<file path="src/design/srwc_pkg.sv">
// ----------------------------------------------------------------------------
// srwc_pkg
// Shared types and constants of the selective repeat window controller.
// ----------------------------------------------------------------------------
package srwc_pkg;

  localparam int SEQ_W        = 5;
  localparam int SLOT_W       = 4;
  localparam int LEN_W        = 9;
  localparam int TICK_W       = 16;
  localparam int SEQ_SPACE    = 32;
  localparam int WINDOW_SLOTS = 16;
  localparam int MAX_PAYLOAD  = 256;
  localparam int CNT_W        = $clog2(SEQ_SPACE + 1);

  localparam logic [TICK_W-1:0] TIMEOUT_RESET = 16'd1000;

  typedef logic [SEQ_W-1:0]  seq_t;
  typedef logic [SLOT_W-1:0] slot_t;
  typedef logic [LEN_W-1:0]  len_t;
  typedef logic [TICK_W-1:0] tick_t;
  typedef logic [CNT_W-1:0]  cnt_t;

  typedef enum logic [1:0] {
    ACT_NEW_PACKET = 2'd0,
    ACT_PHY_READY  = 2'd1,
    ACT_FRAME      = 2'd2,
    ACT_TIMEOUT    = 2'd3
  } action_e;

  typedef enum logic [2:0] {
    CMD_SEND_DATA   = 3'd0,
    CMD_SEND_ACK    = 3'd1,
    CMD_START_TIMER = 3'd2,
    CMD_STOP_TIMER  = 3'd3,
    CMD_DELIVER     = 3'd4,
    CMD_STATUS      = 3'd5
  } cmd_e;

  typedef struct packed {
    logic [1:0] action;
    logic       frame_is_ack;
    seq_t       seq_num;
    logic       crc_failed;
    len_t       length;
  } in_item_t;

  typedef struct packed {
    logic [2:0] command;
    seq_t       seq_out;
    slot_t      slot;
    len_t       byte_count;
    tick_t      timer_ticks;
    logic       network_enable;
    logic       last;
  } out_item_t;

  // controller -> datapath
  typedef struct packed {
    logic latch;
    logic emit;
    cmd_e emit_cmd;
    logic phy_set;
    logic phy_clr;
    logic next_inc;
    logic send_wr;
    logic send_rd;
    logic ack_mark;
    logic slide_step;
    logic cache_mark;
    logic cnt_clr;
    logic recv_rd;
    logic deliver_step;
  } dp_cmd_t;

  // datapath -> controller
  typedef struct packed {
    logic    out_free;
    action_e act;
    logic    is_ack;
    logic    bad;
    logic    net_en;
    logic    send_in_win;
    logic    recv_in_win;
    logic    cached_seq;
    logic    acked_base;
    logic    slide_last;
    logic    cnt_last;
    logic    deliver_ok;
    logic    cached_rb;
  } dp_status_t;

  // b lies on the ring segment from a to c
  function automatic logic in_ring(seq_t a, seq_t b, seq_t c);
    return ((a <= b) && (b <= c)) || ((c <= a) && (a <= b)) || ((b <= c) && (c <= a));
  endfunction

endpackage

</file>
<file path="src/design/srwc_ram.sv">
// ----------------------------------------------------------------------------
// srwc_ram
// Generic single write port RAM with registered read.
// ----------------------------------------------------------------------------
module srwc_ram #(
  parameter int WIDTH = 9,
  parameter int DEPTH = 16
) (
  input  logic                     clk_i,
  input  logic                     we_i,
  input  logic [$clog2(DEPTH)-1:0] waddr_i,
  input  logic [WIDTH-1:0]         wdata_i,
  input  logic                     re_i,
  input  logic [$clog2(DEPTH)-1:0] raddr_i,
  output logic [WIDTH-1:0]         rdata_o
);

  logic [WIDTH-1:0] mem_q [DEPTH];
  logic [WIDTH-1:0] rdata_q;

  always_ff @(posedge clk_i) begin
    if (we_i) begin
      mem_q[waddr_i] <= wdata_i;
    end
    if (re_i) begin
      rdata_q <= mem_q[raddr_i];
    end
  end

  assign rdata_o = rdata_q;

endmodule

</file>
<file path="src/design/srwc_dpath.sv">
// ----------------------------------------------------------------------------
// srwc_dpath
// Window state, length stores, event latch and result register.
// ----------------------------------------------------------------------------
module srwc_dpath (
  input  logic                 clk_i,
  input  logic                 rst_ni,
  input  srwc_pkg::in_item_t   in_data_i,
  input  logic                 cfg_valid_i,
  input  srwc_pkg::tick_t      cfg_data_i,
  input  srwc_pkg::dp_cmd_t    cmd_i,
  output srwc_pkg::dp_status_t status_o,
  output logic                 out_valid_o,
  input  logic                 out_stall_i,
  output srwc_pkg::out_item_t  out_data_o
);
  import srwc_pkg::*;

  seq_t                 base_q, base_d;
  seq_t                 next_q, next_d;
  seq_t                 rb_q, rb_d;
  logic                 phy_q, phy_d;
  logic [SEQ_SPACE-1:0] acked_q, acked_d;
  logic [SEQ_SPACE-1:0] cached_q, cached_d;
  tick_t                timeout_q, timeout_d;
  cnt_t                 cnt_q, cnt_d;
  logic                 out_valid_q, out_valid_d;
  out_item_t            out_q, out_d;

  action_e act_q;
  logic    ack_q;
  seq_t    seq_q;
  logic    bad_q;
  len_t    len_q, len_d;

  len_t send_rdata;
  len_t recv_rdata;
  logic out_free;
  logic net_en;
  seq_t emit_seq;

  // saturate payload length
  assign len_d = (in_data_i.length > LEN_W'(MAX_PAYLOAD)) ? LEN_W'(MAX_PAYLOAD)
                                                          : in_data_i.length;

  always_ff @(posedge clk_i) begin
    if (cmd_i.latch) begin
      act_q <= action_e'(in_data_i.action);
      ack_q <= in_data_i.frame_is_ack;
      seq_q <= in_data_i.seq_num;
      bad_q <= in_data_i.crc_failed;
      len_q <= len_d;
    end
  end

  srwc_ram #(.WIDTH(LEN_W), .DEPTH(WINDOW_SLOTS)) u_send_ram (
    .clk_i   (clk_i),
    .we_i    (cmd_i.send_wr),
    .waddr_i (next_q[SLOT_W-1:0]),
    .wdata_i (len_q),
    .re_i    (cmd_i.send_rd),
    .raddr_i (seq_q[SLOT_W-1:0]),
    .rdata_o (send_rdata)
  );

  srwc_ram #(.WIDTH(LEN_W), .DEPTH(WINDOW_SLOTS)) u_recv_ram (
    .clk_i   (clk_i),
    .we_i    (cmd_i.cache_mark),
    .waddr_i (seq_q[SLOT_W-1:0]),
    .wdata_i (len_q),
    .re_i    (cmd_i.recv_rd),
    .raddr_i (rb_q[SLOT_W-1:0]),
    .rdata_o (recv_rdata)
  );

  assign out_free = !out_valid_q || !out_stall_i;
  assign net_en   = phy_q && in_ring(base_q, next_q, base_q + SEQ_W'(WINDOW_SLOTS - 1));

  always_comb begin
    status_o.out_free    = out_free;
    status_o.act         = act_q;
    status_o.is_ack      = ack_q;
    status_o.bad         = bad_q;
    status_o.net_en      = net_en;
    status_o.send_in_win = in_ring(base_q, seq_q, base_q + SEQ_W'(WINDOW_SLOTS - 1));
    status_o.recv_in_win = in_ring(rb_q, seq_q, rb_q + SEQ_W'(WINDOW_SLOTS - 1));
    status_o.cached_seq  = cached_q[seq_q];
    status_o.acked_base  = acked_q[base_q];
    status_o.slide_last  = ((base_q + SEQ_W'(1)) == next_q);
    status_o.cnt_last    = (cnt_q == CNT_W'(SEQ_SPACE - 1));
    status_o.deliver_ok  = (cnt_q < CNT_W'(WINDOW_SLOTS));
    status_o.cached_rb   = cached_q[rb_q];
  end

  always_comb begin
    base_d    = base_q;
    next_d    = next_q;
    rb_d      = rb_q;
    phy_d     = phy_q;
    acked_d   = acked_q;
    cached_d  = cached_q;
    timeout_d = timeout_q;
    cnt_d     = cnt_q;

    if (cfg_valid_i) begin
      timeout_d = cfg_data_i;
    end
    if (cmd_i.phy_set) begin
      phy_d = 1'b1;
    end
    if (cmd_i.phy_clr) begin
      phy_d = 1'b0;
    end
    if (cmd_i.next_inc) begin
      next_d = next_q + SEQ_W'(1);
    end
    if (cmd_i.cnt_clr) begin
      cnt_d = '0;
    end
    if (cmd_i.ack_mark) begin
      acked_d[seq_q] = 1'b1;
    end
    if (cmd_i.slide_step) begin
      acked_d[base_q] = 1'b0;
      base_d          = base_q + SEQ_W'(1);
      cnt_d           = cnt_q + CNT_W'(1);
    end
    if (cmd_i.cache_mark) begin
      cached_d[seq_q] = 1'b1;
    end
    if (cmd_i.deliver_step) begin
      cached_d[rb_q] = 1'b0;
      rb_d           = rb_q + SEQ_W'(1);
      cnt_d          = cnt_q + CNT_W'(1);
    end
  end

  // result composition
  assign emit_seq = (act_q == ACT_NEW_PACKET) ? next_q : seq_q;

  always_comb begin
    out_d = '0;
    out_d.command = cmd_i.emit_cmd;
    case (cmd_i.emit_cmd)
      CMD_SEND_DATA: begin
        out_d.seq_out    = emit_seq;
        out_d.byte_count = (act_q == ACT_NEW_PACKET) ? len_q : send_rdata;
      end
      CMD_START_TIMER: begin
        out_d.seq_out     = emit_seq;
        out_d.timer_ticks = timeout_q;
      end
      CMD_STOP_TIMER, CMD_SEND_ACK: begin
        out_d.seq_out = seq_q;
      end
      CMD_DELIVER: begin
        out_d.seq_out    = rb_q;
        out_d.byte_count = recv_rdata;
      end
      CMD_STATUS: begin
        out_d.network_enable = net_en;
        out_d.last           = 1'b1;
      end
      default: begin
        out_d = '0;
      end
    endcase
    out_d.slot = out_d.seq_out[SLOT_W-1:0];
  end

  assign out_valid_d = cmd_i.emit ? 1'b1 : (out_valid_q && out_stall_i);

  always_ff @(posedge clk_i or negedge rst_ni) begin
    if (!rst_ni) begin
      base_q      <= '0;
      next_q      <= '0;
      rb_q        <= '0;
      phy_q       <= 1'b0;
      acked_q     <= '0;
      cached_q    <= '0;
      timeout_q   <= TIMEOUT_RESET;
      cnt_q       <= '0;
      out_valid_q <= 1'b0;
    end else begin
      base_q      <= base_d;
      next_q      <= next_d;
      rb_q        <= rb_d;
      phy_q       <= phy_d;
      acked_q     <= acked_d;
      cached_q    <= cached_d;
      timeout_q   <= timeout_d;
      cnt_q       <= cnt_d;
      out_valid_q <= out_valid_d;
    end
  end

  always_ff @(posedge clk_i) begin
    if (cmd_i.emit) begin
      out_q <= out_d;
    end
  end

  assign out_valid_o = out_valid_q;
  assign out_data_o  = out_q;

endmodule

</file>
<file path="src/design/srwc_ctrl.sv">
// ----------------------------------------------------------------------------
// srwc_ctrl
// Event sequencer: decodes one event and steps it through its results.
// ----------------------------------------------------------------------------
module srwc_ctrl (
  input  logic                 clk_i,
  input  logic                 rst_ni,
  input  logic                 in_valid_i,
  output logic                 in_stall_o,
  input  srwc_pkg::dp_status_t status_i,
  output srwc_pkg::dp_cmd_t    cmd_o
);
  import srwc_pkg::*;

  localparam logic [3:0] S_IDLE   = 4'd0;
  localparam logic [3:0] S_DECODE = 4'd1;
  localparam logic [3:0] S_SEND   = 4'd2;
  localparam logic [3:0] S_TIMER  = 4'd3;
  localparam logic [3:0] S_STOP   = 4'd4;
  localparam logic [3:0] S_SLIDE  = 4'd5;
  localparam logic [3:0] S_ACK    = 4'd6;
  localparam logic [3:0] S_DREAD  = 4'd7;
  localparam logic [3:0] S_DELIV  = 4'd8;
  localparam logic [3:0] S_STATUS = 4'd9;

  logic [3:0] state_q, state_d;

  assign in_stall_o = (state_q != S_IDLE);

  always_comb begin
    state_d        = state_q;
    cmd_o          = '0;
    cmd_o.emit_cmd = CMD_STATUS;

    case (state_q)
      S_IDLE: begin
        if (in_valid_i) begin
          cmd_o.latch = 1'b1;
          state_d     = S_DECODE;
        end
      end
      S_DECODE: begin
        case (status_i.act)
          ACT_NEW_PACKET: begin
            if (status_i.net_en) begin
              cmd_o.send_wr = 1'b1;
              state_d       = S_SEND;
            end else begin
              state_d = S_STATUS;
            end
          end
          ACT_PHY_READY: begin
            cmd_o.phy_set = 1'b1;
            state_d       = S_STATUS;
          end
          ACT_FRAME: begin
            if (status_i.bad) begin
              state_d = S_STATUS;
            end else if (status_i.is_ack) begin
              state_d = status_i.send_in_win ? S_STOP : S_STATUS;
            end else begin
              state_d = S_ACK;
            end
          end
          ACT_TIMEOUT: begin
            cmd_o.send_rd = 1'b1;
            state_d       = S_SEND;
          end
          default: begin
            state_d = S_STATUS;
          end
        endcase
      end
      S_SEND: begin
        cmd_o.emit_cmd = CMD_SEND_DATA;
        if (status_i.out_free) begin
          cmd_o.emit    = 1'b1;
          cmd_o.phy_clr = 1'b1;
          state_d       = S_TIMER;
        end
      end
      S_TIMER: begin
        cmd_o.emit_cmd = CMD_START_TIMER;
        if (status_i.out_free) begin
          cmd_o.emit     = 1'b1;
          cmd_o.next_inc = (status_i.act == ACT_NEW_PACKET);
          state_d        = S_STATUS;
        end
      end
      S_STOP: begin
        cmd_o.emit_cmd = CMD_STOP_TIMER;
        if (status_i.out_free) begin
          cmd_o.emit     = 1'b1;
          cmd_o.ack_mark = 1'b1;
          cmd_o.cnt_clr  = 1'b1;
          state_d        = S_SLIDE;
        end
      end
      S_SLIDE: begin
        // advance base over acked numbers, one per cycle
        if (!status_i.acked_base) begin
          state_d = S_STATUS;
        end else begin
          cmd_o.slide_step = 1'b1;
          if (status_i.slide_last || status_i.cnt_last) begin
            state_d = S_STATUS;
          end
        end
      end
      S_ACK: begin
        cmd_o.emit_cmd = CMD_SEND_ACK;
        if (status_i.out_free) begin
          cmd_o.emit    = 1'b1;
          cmd_o.phy_clr = 1'b1;
          cmd_o.cnt_clr = 1'b1;
          if (status_i.recv_in_win) begin
            cmd_o.cache_mark = !status_i.cached_seq;
            state_d          = S_DREAD;
          end else begin
            state_d = S_STATUS;
          end
        end
      end
      S_DREAD: begin
        if (status_i.cached_rb && status_i.deliver_ok) begin
          cmd_o.recv_rd = 1'b1;
          state_d       = S_DELIV;
        end else begin
          state_d = S_STATUS;
        end
      end
      S_DELIV: begin
        cmd_o.emit_cmd = CMD_DELIVER;
        if (status_i.out_free) begin
          cmd_o.emit         = 1'b1;
          cmd_o.deliver_step = 1'b1;
          state_d            = S_DREAD;
        end
      end
      S_STATUS: begin
        cmd_o.emit_cmd = CMD_STATUS;
        if (status_i.out_free) begin
          cmd_o.emit = 1'b1;
          state_d    = S_IDLE;
        end
      end
      default: begin
        state_d = S_IDLE;
      end
    endcase
  end

  always_ff @(posedge clk_i or negedge rst_ni) begin
    if (!rst_ni) begin
      state_q <= S_IDLE;
    end else begin
      state_q <= state_d;
    end
  end

endmodule

</file>
<file path="src/design/selective_repeat_window_control.sv">
// Timing: an event is latched while the controller is idle and decoded in the next cycle;
// its results then follow in order, held while the output is stalled; status comes last.
// Flow: one event at a time; the input stalls until the status result is issued. Send
// base walk steps and delivery read steps (with the final check) put out no result.
// Reset: window pointers, flags and bitmaps clear, the timeout reads 1000; length stores
// hold no defined value until written.
// ----------------------------------------------------------------------------
// selective_repeat_window_control
// Sequence and window controller of a selective repeat link.
// ----------------------------------------------------------------------------
module selective_repeat_window_control (
  input  logic                clk_i,
  input  logic                rst_ni,
  input  logic                in_valid_i,
  output logic                in_stall_o,
  input  srwc_pkg::in_item_t  in_data_i,
  output logic                out_valid_o,
  input  logic                out_stall_i,
  output srwc_pkg::out_item_t out_data_o,
  input  logic                cfg_valid_i,
  output logic                cfg_ready_o,
  input  srwc_pkg::tick_t     cfg_data_i
);
  import srwc_pkg::*;

  dp_cmd_t    dp_cmd;
  dp_status_t dp_status;

  assign cfg_ready_o = 1'b1;

  srwc_ctrl u_ctrl (
    .clk_i      (clk_i),
    .rst_ni     (rst_ni),
    .in_valid_i (in_valid_i),
    .in_stall_o (in_stall_o),
    .status_i   (dp_status),
    .cmd_o      (dp_cmd)
  );

  srwc_dpath u_dpath (
    .clk_i       (clk_i),
    .rst_ni      (rst_ni),
    .in_data_i   (in_data_i),
    .cfg_valid_i (cfg_valid_i),
    .cfg_data_i  (cfg_data_i),
    .cmd_i       (dp_cmd),
    .status_o    (dp_status),
    .out_valid_o (out_valid_o),
    .out_stall_i (out_stall_i),
    .out_data_o  (out_data_o)
  );

endmodule
</file>
<file path="config.mk">
export PLATFORM = sky130hd
export DESIGN_NAME = selective_repeat_window_control
export DESIGN_NICKNAME = d
export VERILOG_FILES = /design/src/design/srwc_pkg.sv /design/src/design/srwc_ram.sv /design/src/design/srwc_dpath.sv /design/src/design/srwc_ctrl.sv /design/src/design/selective_repeat_window_control.sv
export SDC_FILE = /design/constraint.sdc
export NUM_CORES = 1
export LEC_CHECK = 0
export BUFFER_PORTS_ARGS = -buffer_cell sky130_fd_sc_hd__buf_2
export CORE_AREA = 2 2 182 184
export CTS_CLUSTER_DIAMETER = 200
export CTS_CLUSTER_SIZE = 28
export DETAILED_ROUTE_END_ITERATION = 10
export DIE_AREA = 0 0 184 186
export PLACE_DENSITY = 0.82
export SLEW_MARGIN = 20
export SYNTH_ARGS = -nofsm -noshare
export SYNTH_HDL_FRONTEND = slang
export SYNTH_SLANG_ARGS = --single-unit
export TNS_END_PERCENT = 20
</file>
<file path="constraint.sdc">
create_clock -name clk_i -period 12.6 [get_ports clk_i]
set_input_delay 2.52 -clock clk_i [delete_from_list [all_inputs] [get_ports clk_i]]
set_output_delay 2.52 -clock clk_i [all_outputs]
set_load 0.01 [all_outputs]
</file>
==> metrics, run 1 <==
Core Footprint between 30000 and 40000 µm²; placed cell areas 21300 µm²; WL per Instance 27.4 µm; R2R Path Start u_dpath.rb_q[3]$_DFFE_PN0P_; number of nets in the layout 1464; Tmin final 5.07 ns; Post-synth EDFFs 359; PD cells 181 nW/µm²; grt total ovfl 0; Post-Synth XOR/XNOR Area 0.0106; vias in the first global route around 12k; Mapped Area 20600 µm²; # H-tree levels 1; post-synthesis compound-gate area fraction 0.0746; GRT met2 Usage 0.464; Synthesis Warnings 0; Synth Area in Adders 0.0280; 1st-iter DRT viols about 1.6k; Max VDD drop 0.201 mV; Detail Route Antenna Nets 0; worst endpoint required time 12.79 ns; root buffer cell clkbuf_16; Reg2Reg Setup Slack 7.53 ns; RSZ-0062 raised after global routing false; Crit. End Element flop; Hold Path Depth 1; FF+latch count, synth ~470; Hold Fails Final Rpt 0; outcome finished clean; Vias 12.3k; GRT Util Overall 0.295; Finished Cell Area 22000 µm²; Psw 1.33 mW; Area contributors post-synth edfxtp_1 52%, dfrtp_1 12%, mux4_2 9.3%; via-per-instance ratio about 7; CTS buffer count 20; Gate Count Post-Synth 1336; count leader, synth edfxtp_1; internal power 2.65 mW; CP Max Fanout 18; crit path DAT 5.26 ns; die footprint 34200 µm²; multiplexer share of the synthesized area 0.129; clock slew at reported path FFs 0.11 ns; final setup fails 0; DRC 0; Post-Route Skew 0.0345 ns; Core Rows 66; static leakage 7.80 nW; crit path kind flop to flop; post-synthesis simple-gate area fraction 0.0818; boundary pin count 81; Final TNS setup 0 ns; fin util 0.682; logic gate share of total power 0.294; GR Layer Usage met1 0.410; Post-synth top flop edfxtp_1; Seq/Total Area, Yosys 0.653; largest net degree at the start of global routing 65; Seq pwr share 0.513; Slew headroom 0.240; area leader, netlist edfxtp_1; Clk pwr share 0.193; Max Cap Viol 0; hold slack between 0.4 and 0.5 ns; CTS max path bufs 3; Port Buffer Count between 70 and 80; Worst setup SP type flop; Clock Sinks about 470; Die H 186 µm; detailed placement HPWL around 33000 µm; beginning of the worst hold path u_dpath.acked_q[30]$_DFF_PN0_; GR peak layer met2; clk_lat worst skew 0.57 ns; WHS Endpoint u_dpath.acked_q[30]$_DFF_PN0_; Total Wirelength 49500 µm; Fmax about 200 MHz; Reg2Reg Depth 9; synth-to-layout area growth 6.54%; Syn Nets 1420; worst slew pin tran about 1.1 ns; first-pass GRT wire length 73700 µm; TritonRoute pass-1 iters 5; Hold Path Class flop to flop; cts hold-fix bufs 0; Initial Util 0.640; CTS tree built; met3 usage 0.0511; die extent in x 184 µm; crit share post-route 0.402; max-slew violation count 0; capture point of the worst reg-to-reg path u_dpath.u_recv_ram.mem_q[9][2]$_DFFE_PP_; Synth async-reset ratio 0.230; top cells by count, synth 359 x edfxtp_1, 112 x nor2_1, 101 x dfrtp_1; layout cells sized above 1 0.187; Final GP Congestion roughly 0.9; switch share 0.334; Fill cells 2149; Synth top area share 0.523; initial antenna violation count 1; cts repair resizes 0; post-synth cell types 74; Setup Buffers After CTS 0; syn avg cell area 15.4 µm²; main combinational cell family by area after synthesis multiplexers
## cells in the final DEF (no fill, tap or decap), types with 5 or more instances in the layout
| cell | synthesis | layout |
|---|---|---|
| edfxtp_1 | 359 | 359 |
| nor2_1 | 112 | 109 |
| dfrtp_1 | 101 | 100 |
| mux4_2 | 85 | 85 |
| buf_2 | 11 | 78 |
| nand2_1 | 62 | 62 |
| mux2i_1 | 56 | 56 |
| ha_1 | 45 | 45 |
| a2bb2oi_1 | 35 | 35 |
| inv_1 | 31 | 31 |
| o21ai_0 | 30 | 30 |
| o22a_1 | 26 | 26 |
| nor2b_1 | 23 | 23 |
| xnor2_1 | 21 | 21 |
| nand3_1 | 21 | 21 |
| clkbuf_16 | 0 | 21 |
| buf_4 | 6 | 21 |
| a21oi_1 | 20 | 20 |
| and2_1 | 20 | 20 |
| a221oi_1 | 19 | 19 |
| a22oi_1 | 17 | 17 |
| mux2_2 | 16 | 16 |
| and4_1 | 14 | 14 |
| clkbuf_1 | 43 | 14 |
| nor3_1 | 14 | 13 |
| nand4_1 | 13 | 13 |
| nor2_2 | 11 | 13 |
| and3_1 | 9 | 9 |
| nand2b_1 | 7 | 7 |
| or3_1 | 7 | 7 |
| dfstp_2 | 6 | 6 |
| a222oi_1 | 5 | 5 |
## worst max path at each step
stage	from	to	slack [ns]	cells after the start
after floorplan	out_stall_i	u_dpath.out_data_o[0]$_DFFE_PP_	7.98	2
after global placement	u_dpath.rb_q[3]$_DFFE_PN0P_	u_dpath.u_recv_ram.mem_q[9][0]$_DFFE_PP_	7.80	9
after detailed placement	u_dpath.rb_q[3]$_DFFE_PN0P_	u_dpath.u_recv_ram.mem_q[9][3]$_DFFE_PP_	7.64	9
after CTS	u_dpath.rb_q[3]$_DFFE_PN0P_	u_dpath.u_recv_ram.mem_q[9][3]$_DFFE_PP_	7.63	9
after global routing	u_dpath.rb_q[3]$_DFFE_PN0P_	u_dpath.u_recv_ram.mem_q[7][1]$_DFFE_PP_	7.26	9
final	u_dpath.rb_q[3]$_DFFE_PN0P_	u_dpath.u_recv_ram.mem_q[9][2]$_DFFE_PP_	7.53	9
## critical path, stage by stage, from the launching register on
cell and delay (ns):
dfrtp_1 0.86, clkinv_1 0.68, ha_1 0.52, ha_1 0.33
a21oi_1 0.13, a21boi_0 0.10, o32ai_1 0.34, maj3_4 0.31
o2111ai_2 0.59, nor2_1 0.85
## final cells by class
type / count / area [µm²] / share of cell area
flip-flops and latches: 466 / 13500 / 0.613
multi-input cells: 760 / 6700 / 0.305
clock buffers: 35 / 578 / 0.0263
repair buffers: 100 / 576 / 0.0262
well taps: 408 / 510 / 0.0232
inverters: 32 / 120 / 0.00547
clock inverters: 1 / 11.3 / 0.000513
diodes: 1 / 2.50 / 0.000114
## metrics by stage
| stage | instances | worst slack, ns | total power [mW] |
|---|---|---|---|
| after floorplan | 1336 | 7.98 | 2.81 |
| after global placement | 1765 | 7.80 | 3.18 |
| after detailed placement | 1765 | 7.64 | 3.21 |
| after CTS | 1801 | 7.63 | 3.96 |
| after global routing | 1802 | 7.26 | 4.14 |
| final | 1803 | 7.53 | 3.98 |
## power groups by stage
| stage | clock [mW] | combinational [mW] | sequential, mW |
|---|---|---|---|
| floorplan | 0 | 0.795 | 2.02 |
| global placement | 0 | 1.11 | 2.07 |
| detailed placement | 0 | 1.14 | 2.07 |
| CTS | 0.777 | 1.14 | 2.04 |
| global route | 0.823 | 1.26 | 2.06 |
| finish | 0.770 | 1.17 | 2.04 |
## routing by layer
metal,part of all wire,up-vias,routed length [µm]
li1,-,5281,-
met1,0.38,6149,19000
met2,0.47,729,23200
met3,0.092,167,4550
met4,0.055,2,2710
met5,0.00014,-,7
## kinds of logic (layout without fill, tap and decap cells)
group / Yosys count / count (layout)
and+or+nand+nor: 331 / 331
DFF: 466 / 466
buffers and inverters: 110 / 168
adders and majority gates: 46 / 46
AOI/OAI and AO/OA: 200 / 200
muxes: 157 / 157
other: 1 / 2
xor gates and xnor gates: 25 / 25
## sequential cells by signal, summed over array words and instances, names as in the netlist
name	cells
u_dpath.cnt_q	6
u_dpath.base_q	5
u_dpath.cached_q	32
u_dpath.rb_q	5
u_dpath.acked_q	32
u_dpath.phy_q	1
u_dpath.seq_q	5
u_dpath.out_valid_o	1
u_dpath.ack_q	1
u_dpath.act_q	2
u_dpath.u_recv_ram.mem_q	144
u_dpath.bad_q	1
u_dpath.timeout_q	16
u_dpath.next_q	5
u_dpath.u_recv_ram.rdata_o	9
u_ctrl.state_q	4
u_dpath.out_data_o	35
u_dpath.len_q	9
u_dpath.u_send_ram.mem_q	144
u_dpath.u_send_ram.rdata_o	9
No activity file was read; power rests on OpenSTA's default activity.
==> inputs of run 2 (changes only) <==
Settings changed: CORE_AREA 2 2 182 184 to 2 2 186 188, DIE_AREA 0 0 184 186 to 0 0 188 190, PLACE_DENSITY 0.82 to 0.79.
Clock period 12.6 ns to 4.77 ns, I/O delays scaled along.
==> metrics, run 2 (synthesis gave the netlist of run 1 again) <==
largest net degree at the start of global routing 78 (+20%); Core Rows 68 (+3.0%); logic gate share of total power 0.306 (+0.012); clock slew at reported path FFs 0.11 ns (about the same); Ant. Diodes 0 (-1); WL per Instance 26.9 µm (-2.0%); Crit-path slowest cell dfrtp_1; Non-Filler Instances 1875 (+4.0%); number of nets in the layout 1490 (+1.8%); Clk pwr share 0.192 (about the same); Final GP Congestion 0.900 (-0.73%); max-slew violation count 0 (unchanged); Post-Route M1 WL 19600 µm (+2.9%); die extent in x 188 µm (+2.2%); Detail Route Antenna Nets 0 (unchanged); crit share post-route 0.855 (+0.452); grt total ovfl 0 (unchanged); Max Cap Viol 0 (unchanged); # H-tree levels 1 (unchanged); Slowest Stage Delay on Critical Path 0.78 ns (-0.08 ns); Port Buffer Count 79 (unchanged); cts repair resizes 0 (unchanged); met2 wire length 24000 µm (+3.7%); outcome finished clean; Initial Util 0.607 (-0.0328); root buffer cell clkbuf_16; worst slew pin tran 1.05 ns (-0.0944 ns); detailed placement HPWL 33600 µm (+2.4%); Hold Fails Final Rpt 0 (unchanged); commonest non-fill, non-tap cell in the layout edfxtp_1; Crit. End Element flop; Worst path most repeated cell ha_1; via-per-instance ratio 6.69 (-2.2%); Setup Buffers After CTS 0 (unchanged); internal power 7.01 mW (+160%); PD cells 475 nW/µm² (+160%); layout cells sized above 1 0.201 (+0.0142); crit path kind flop to flop; CP Max Fanout 16 (-2); fin util 0.654 (-0.0282); Reg2Reg Depth 10 (+1); crit path DAT 4.32 ns (-0.94 ns); first-pass GRT wire length 76000 µm (+3.0%); Final TNS setup 0 ns (unchanged); Post-Route Skew 0.0337 ns (-0.000788 ns); vias in the first global route 12.0k (+0.52%); Psw 3.54 mW (+170%); Slew headroom 0.303 (+0.0629); RSZ-0062 raised after global routing false; Max VDD drop 0.410 mV (+100%); Seq pwr share 0.502 (-0.011); 1st-iter DRT viols 1598 (+1.3%); WL met3 4820 µm (+6.0%); boundary pin count 81 (unchanged); CTS tree built; Clock Sinks 466 (unchanged); CTS max path bufs 3 (unchanged); Fmax 245 MHz (+24%); cts hold-fix bufs 0 (unchanged); Worst setup SP type flop; Hold Path Class primary input to asynchronous set/reset pin; Core Footprint 33900 µm² (+5.4%); clk_lat worst skew 0.55 ns (-0.02 ns); DRC 0 (unchanged); Vias 12.5k (+1.7%); Finished Cell Area 22200 µm² (+1.0%); Fill cells 2299 (+7.0%); Tmin final 4.08 ns (-0.991 ns); TritonRoute pass-1 iters 6 (+1); switch share 0.335 (+0.00146); synth-to-layout area growth 7.65%; Die H 190 µm (+2.2%); max layer used met4; most frequent cells in the layout 359 x edfxtp_1, 109 x nor2_1, 100 x dfrtp_1; initial antenna violation count 0 (-1); Total Wirelength 50400 µm (+1.9%); die footprint 35700 µm² (+4.4%); worst endpoint required time 5.02 ns (-7.77 ns); ordered cell list for the critical path inv_1 > ha_1 > ha_1 > nand3_1 > a21boi_0 > o32ai_1 > maj3_4 > o2111ai_2 > nor2_1 > buf_4; Post-Place Cells 1839 (+4.2%); final setup fails 0 (unchanged); placed cell areas 21600 µm² (+1.2%); static leakage 7.93 nW (+1.7%); CTS buffer count 20 (unchanged); GRT Util Overall 0.287 (-0.00811)
==> run 2: power groups by stage <==
stage	clock network [mW]	logic (mW)	registers (mW)
after floorplan	0	2.10	5.33
after global placement	0	3.10	5.36
after detailed placement	0	3.18	5.37
after CTS	2.05	3.20	5.29
after global routing	2.19	3.46	5.34
final	2.03	3.23	5.30
==> run 2: through the flow <==
step	hold WS, ns	setup slack [ns]	total power, mW
2_1_floorplan	0.455	0.367	7.43
3_3_place_gp	0.466	0.975	8.46
3_5_place_dp	0.473	0.838	8.55
4_1_cts	0.502	0.790	10.5
5_1_grt	0.477	0.483	11.0
6_report	0.423	0.694	10.6
==> run 2: metal layers <==
layer  global-route usage  vias up
met2                0.463      777
met4                0.101        0
met1                0.409     6311
met3               0.0376      123
met5                    0        -
li1                     -     5324
==> run 2: worst max-delay path, delay by kind of cell (launching register included) <==
kind	cells	cell delay, ns
and+or+nand+nor	2	0.38
adders and majority gates	3	1.06
DFF	1	0.78
AOI/OAI and AO/OA	3	0.94
buffers and inverters	2	0.60
==> run 2: worst paths after layout <==
check	to	from	slack, ns
setup / recovery	u_dpath.u_recv_ram.mem_q[8][5]$_DFFE_PP_	u_dpath.rb_q[2]$_DFFE_PN0P_	0.69
hold / removal	u_dpath.acked_q[5]$_DFF_PN0_	rst_ni	0.42
setup reg to reg	u_dpath.u_recv_ram.mem_q[8][5]$_DFFE_PP_	u_dpath.rb_q[2]$_DFFE_PN0P_	0.69
hold reg to reg	u_dpath.acked_q[6]$_DFF_PN0_	u_dpath.acked_q[6]$_DFF_PN0_	0.50
max in group asynchronous	u_dpath.timeout_q[6]$_DFFE_PN1P_	rst_ni	3.35
min in group clk_i	u_dpath.acked_q[6]$_DFF_PN0_	u_dpath.acked_q[6]$_DFF_PN0_	0.50
==> run 2: layout make-up <==
cell class                 count  area, µm²  area share
clock inverter                 1       11.3    0.000507
multi-input combinational    760       6690       0.302
tap                          455        569      0.0256
timing repair buffer         126        754      0.0340
sequential                   466      13500       0.607
inverter                      32        120     0.00541
clock buffer                  35        578      0.0260
